`src/sv/smm_pkg.sv`:
```
// Shared constants, codes and types for the square matrix multiply core.
// No dependencies; compiled first.
`default_nettype none

package smm_pkg;

	// matrix geometry
	localparam int MAX_SIZE = 16;
	localparam int IDX_W    = 4;
	localparam int ADDR_W   = 2 * IDX_W;
	localparam int SIZE_W   = 5;
	localparam logic [SIZE_W-1:0] SIZE_RESET = 5'd16;
	localparam logic [SIZE_W-1:0] SIZE_MAX   = SIZE_W'(MAX_SIZE);

	// data widths
	localparam int ELEM_W = 16;
	localparam int PROD_W = 2 * ELEM_W;
	localparam int ACC_W  = 40;

	// request action codes
	localparam int ACT_W = 2;
	localparam logic [ACT_W-1:0] ACT_LOAD_A = 2'd0;
	localparam logic [ACT_W-1:0] ACT_LOAD_B = 2'd1;
	localparam logic [ACT_W-1:0] ACT_QUERY  = 2'd2;

	typedef enum logic [1:0] {
		S_IDLE,
		S_RUN,
		S_DRAIN,
		S_DONE
	} state_t;

	// controls from the sequencer to the MAC, aligned with the read issue
	typedef struct packed {
		logic clr;
		logic vld;
		logic last;
	} mac_ctl_t;

endpackage

`default_nettype wire

```
`src/sv/smm_mac.sv`:
```
// Two-stage multiply-accumulate: registered product, then 40-bit accumulate.
// Depends on smm_pkg.
`default_nettype none

module smm_mac import smm_pkg::*; (
	input  wire logic                     clk,
	input  wire logic                     arst_n,
	input  wire mac_ctl_t                 ctl,
	input  wire logic signed [ELEM_W-1:0] a,
	input  wire logic signed [ELEM_W-1:0] b,
	output logic signed      [ACC_W-1:0]  acc,
	output logic                          done
);

	logic                     vld_s1, last_s1;
	logic                     vld_s2, last_s2;
	logic                     done_q;
	logic signed [PROD_W-1:0] prod_s2;
	logic signed [ACC_W-1:0]  acc_q;

	// s1 lines up with the RAM read data
	always_ff @(posedge clk or negedge arst_n) begin
		if (!arst_n) begin
			vld_s1  <= 1'b0;
			last_s1 <= 1'b0;
			vld_s2  <= 1'b0;
			last_s2 <= 1'b0;
			done_q  <= 1'b0;
		end else begin
			vld_s1  <= ctl.vld;
			last_s1 <= ctl.vld & ctl.last;
			vld_s2  <= vld_s1;
			last_s2 <= last_s1;
			done_q  <= last_s2;
		end
	end

	always_ff @(posedge clk) begin
		prod_s2 <= a * b;
		if (ctl.clr) begin
			acc_q <= '0;
		end else if (vld_s2) begin
			acc_q <= acc_q + ACC_W'(prod_s2);
		end
	end

	assign acc  = acc_q;
	assign done = done_q;

endmodule

`default_nettype wire

```
`config.mk`:
```
export PLATFORM = sky130hd
export DESIGN_NAME = smm_mac
export DESIGN_NICKNAME = d
export VERILOG_FILES = /design/src/sv/smm_pkg.sv /design/src/sv/smm_mac.sv
export SDC_FILE = /design/constraint.sdc
export NUM_CORES = 1
export LEC_CHECK = 0
export ABC_AREA = 1
export ABC_CLOCK_PERIOD_IN_PS = 2400
export BUFFER_PORTS_ARGS = -buffer_cell sky130_fd_sc_hd__buf_2
export CORE_MARGIN = 8
export CORE_UTILIZATION = 55
export DETAILED_ROUTE_END_ITERATION = 8
export PLACE_DENSITY = 0.81
export SYNTH_ARGS = -nofsm -noshare
export SYNTH_HDL_FRONTEND = slang
export SYNTH_SLANG_ARGS = --single-unit
```
`constraint.sdc`:
```
create_clock -name clk -period 2.4 [get_ports clk]
set_input_delay 0.48 -clock clk [delete_from_list [all_inputs] [get_ports clk]]
set_output_delay 0.48 -clock clk [all_outputs]
set_load 0.03 [all_outputs]
```
==> results.json <==
{
  "die_w_um": 184.4,
  "synth_top_family_by_area": "adder cells",
  "fin_ws_ns": -2.861,
  "synth_common_cells": "564 x inv_1, 529 x nand2_1, 263 x fa_1",
  "synthToLayoutAreaGrowth_pct": 30.79,
  "fin_crit_sh": 2.192,
  "worst_ep_arrival_time_ns": 5.53,
  "grt-ovfl-total": 0,
  "ys_seq_area_frac": 0.1005,
  "muxShareOfSynthArea": 0,
  "synth-edff-count": 0,
  "synthMostInstantiatedCell": "inv_1",
  "portBuffers": 77,
  "drt-initial-drc-count": 1372,
  "std_cell_rows": 61,
  "grt_pass1_wl_um": 75200,
  "clk_pin_slew_worst_paths_ns": 0.07,
  "nets": 2834,
  "critPathTopFamily": "adder cells",
  "cap_violations": 0,
  "skew_ns": 0.01035,
  "hold_end": "vld_s1$_DFF_PN0_",
  "cp-start-kind": "input port",
  "synth_cell_types": 42,
  "holdCritPathClass": "in2reg",
  "drc": 0,
  "synth-compound-area-share": 0.06010,
  "placedInstanceArea_um2": 18100,
  "fill_cells": 1962,
  "synth-adder-area-share": 0.4348,
  "worstHoldPathCells": 1,
  "path_buf_inv": 8,
  "crit_chain": "buf_12, buf_8, nand2_4, inv_2, fa_1, inv_2, fa_2, fa_2, inv_2, fa_2, fa_1, inv_1, fa_1, inv_2, ha_4, nand2_4, inv_4, nand2_4, nor3_4, nand4_1, nand3_4, nand3_2, nand3_2, xor2_1",
  "endpoint_kind": "register",
  "synth_top_area_cell": "fa_1",
  "max_clock_freq_mhz": 190.1,
  "hold_viol": 0,
  "grt_antenna_before_repair": 0,
  "cpPeakStageDelay_ns": 0.57,
  "vias": 14950,
  "grt_pass1_vias": 15270,
  "wl_per_cell_um": 17.67,
  "crit_required_ns": 2.67,
  "critPathMaxFanout": 5,
  "drt-vias-per-instance": 5.347,
  "slew-limit-headroom": 0.4349,
  "wl_um": 49400,
  "fin_crit_ns": 5.261,
  "gp_congestion": 0.9986,
  "ant_nets": 0,
  "numCtsBuffers": 9,
  "cpMostUsedCell": "inv_2",
  "die-area_um2": 33990,
  "cts_tree": "built",
  "grt_usage": 0.2778,
  "tightestPinTransition_ns": 0.8476,
  "violations": "negative setup slack",
  "setup_viol": 28,
  "multi_input_area_um2": 13070,
  "synth_ff_type": "dfxtp_1",
  "syn_avg_cell_area_um2": 7.212,
  "rr_worst_depth": 9,
  "cts_max_path_buffers": 2,
  "die_h_um": 184.4,
  "clk_latency_ns": 0.35,
  "cts-root-buf": "clkbuf_16",
  "synth_xor_area_frac": 0.02977,
  "synth.area.top_cells": "fa_1 34%, inv_1 14%, nand2_1 13%",
  "syn_nets": 2583,
  "rrSetupSlack_ns": 0.11,
  "pre_cts_ws_ns": -3.381,
  "r2r_start": "acc[3]$_SDFFE_PP0P_",
  "numClockSinks": 77,
  "rsz0062_at_grt": "true",
  "synth-simple-area-share": 0.2204,
  "hold_start": "ctl[1]",
  "drtPass1Iterations": 5,
  "syn-instance-count": 2162,
  "async_reset_ff_frac": 0.06494,
  "yosys_warnings": 0,
  "syn_area_um2": 15590,
  "worst_path_max_delay_cell": "fa_2",
  "yosysTopAreaCellShare": 0.3377,
  "pin_count": 78,
  "grt_max_degree": 42,
  "core_um2": 27860,
  "status": "finished, violations left",
  "regToRegEndpoint": "acc[14]$_SDFFE_PP0P_",
  "regArea_um2": 1569,
  "final-max-slew-violation-count": 0,
  "path_class": "in2reg",
  "final_design_area_no_fill_um2": 20390,
  "initial_core_util": 0.5597,
  "h-tree-depth": 3,
  "drive_gt1_frac": 0.2701,
  "num_antenna_cells": 0,
  "hpwl_um": 37410,
  "ys_ff_latch": 77
}
cell usage in the layout (no fill, tap or decap), types with 11 or more instances in the layout:
cell / instances
buf_6: 67
buf_4: 164
xor2_1: 30
nand2_1: 461
clkbuf_16: 11
o21ai_1: 11
nor2_2: 14
a21oi_4: 12
buf_12: 22
inv_2: 70
fa_1: 233
ha_4: 34
a21oi_2: 14
nor2_1: 178
fa_2: 30
nand2_2: 57
ha_1: 82
a21oi_1: 45
xnor2_1: 17
buf_2: 47
inv_1: 491
o21ai_0: 43
nand4_1: 22
nand3_1: 49
dfxtp_1: 71
nand2_4: 22
kinds of logic (layout without fill, tap and decap cells):
logic type	Yosys count	in the layout
XOR/XNOR	53	53
AND/OR/NAND/NOR	849	849
flip-flops	77	77
adder cells (fa/ha/maj)	384	384
buffers and inverters	635	891
AO/OA/AOI/OAI	164	164
metrics by stage:
step                cells    util  hold WS [ns]  setup TNS (ns)
global placement     2719  0.6498        0.2930          -74.98
finish               2796  0.7320        0.2511          -65.45
CTS                  2765  0.7002        0.2477          -62.12
global route         2796  0.7320        0.2481          -69.08
detailed placement   2719  0.6498        0.2986          -76.63
floorplan            2162       -        0.1844          -63.09
layer usage:
layer | GRT usage | vias up | part of all wire
li1 | - | 6826 | -
met1 | 0.3563 | 7278 | 0.39
met4 | 0.07970 | 0 | 0.035
met5 | 0 | - | 0
met3 | 0.03642 | 162 | 0.081
met2 | 0.4847 | 684 | 0.50
worst max-delay path by stage:
stage / startpoint / cells after the start / slack (ns) / to
final: b[4] / 24 / -2.86 / prod_s2[29]$_DFF_P_
after global routing: a[8] / 25 / -2.98 / prod_s2[28]$_DFF_P_
after CTS: a[15] / 20 / -2.71 / prod_s2[27]$_DFF_P_
after detailed placement: a[15] / 19 / -3.38 / prod_s2[23]$_DFF_P_
after global placement: a[14] / 19 / -3.36 / prod_s2[23]$_DFF_P_
after floorplan: b[3] / 21 / -2.85 / prod_s2[31]$_DFF_P_
timing repair:
item | in CTS | in global routing
cloned | 1 | 2
hold buffers | 1 | 0
endpoints found under the setup margin | 28 | 30
endpoints found under the hold margin | 5 | 0
buffers inserted | 28 | 31
pin swaps | 98 | 85
gates resized for setup | 224 | 185
flip-flops by register name (all words and copies together), names as in the netlist:
register and flops:
vld_s2 1, acc 40, last_s1 1, last_s2 1, prod_s2 32, done 1, vld_s1 1
area by class of cell:
class,instances,area share
Sequential cell,77,0.07694
Inverter,564,0.1042
Tap cell,378,0.02319
Multi-Input combinational cell,1450,0.6408
Timing Repair Buffer,311,0.1399
Clock inverter,7,0.003927
Clock buffer,9,0.01104
Power is left out: the tool's default activity adds up to more than one toggle a clock period on the data nets, which glitch-free logic cannot reach.
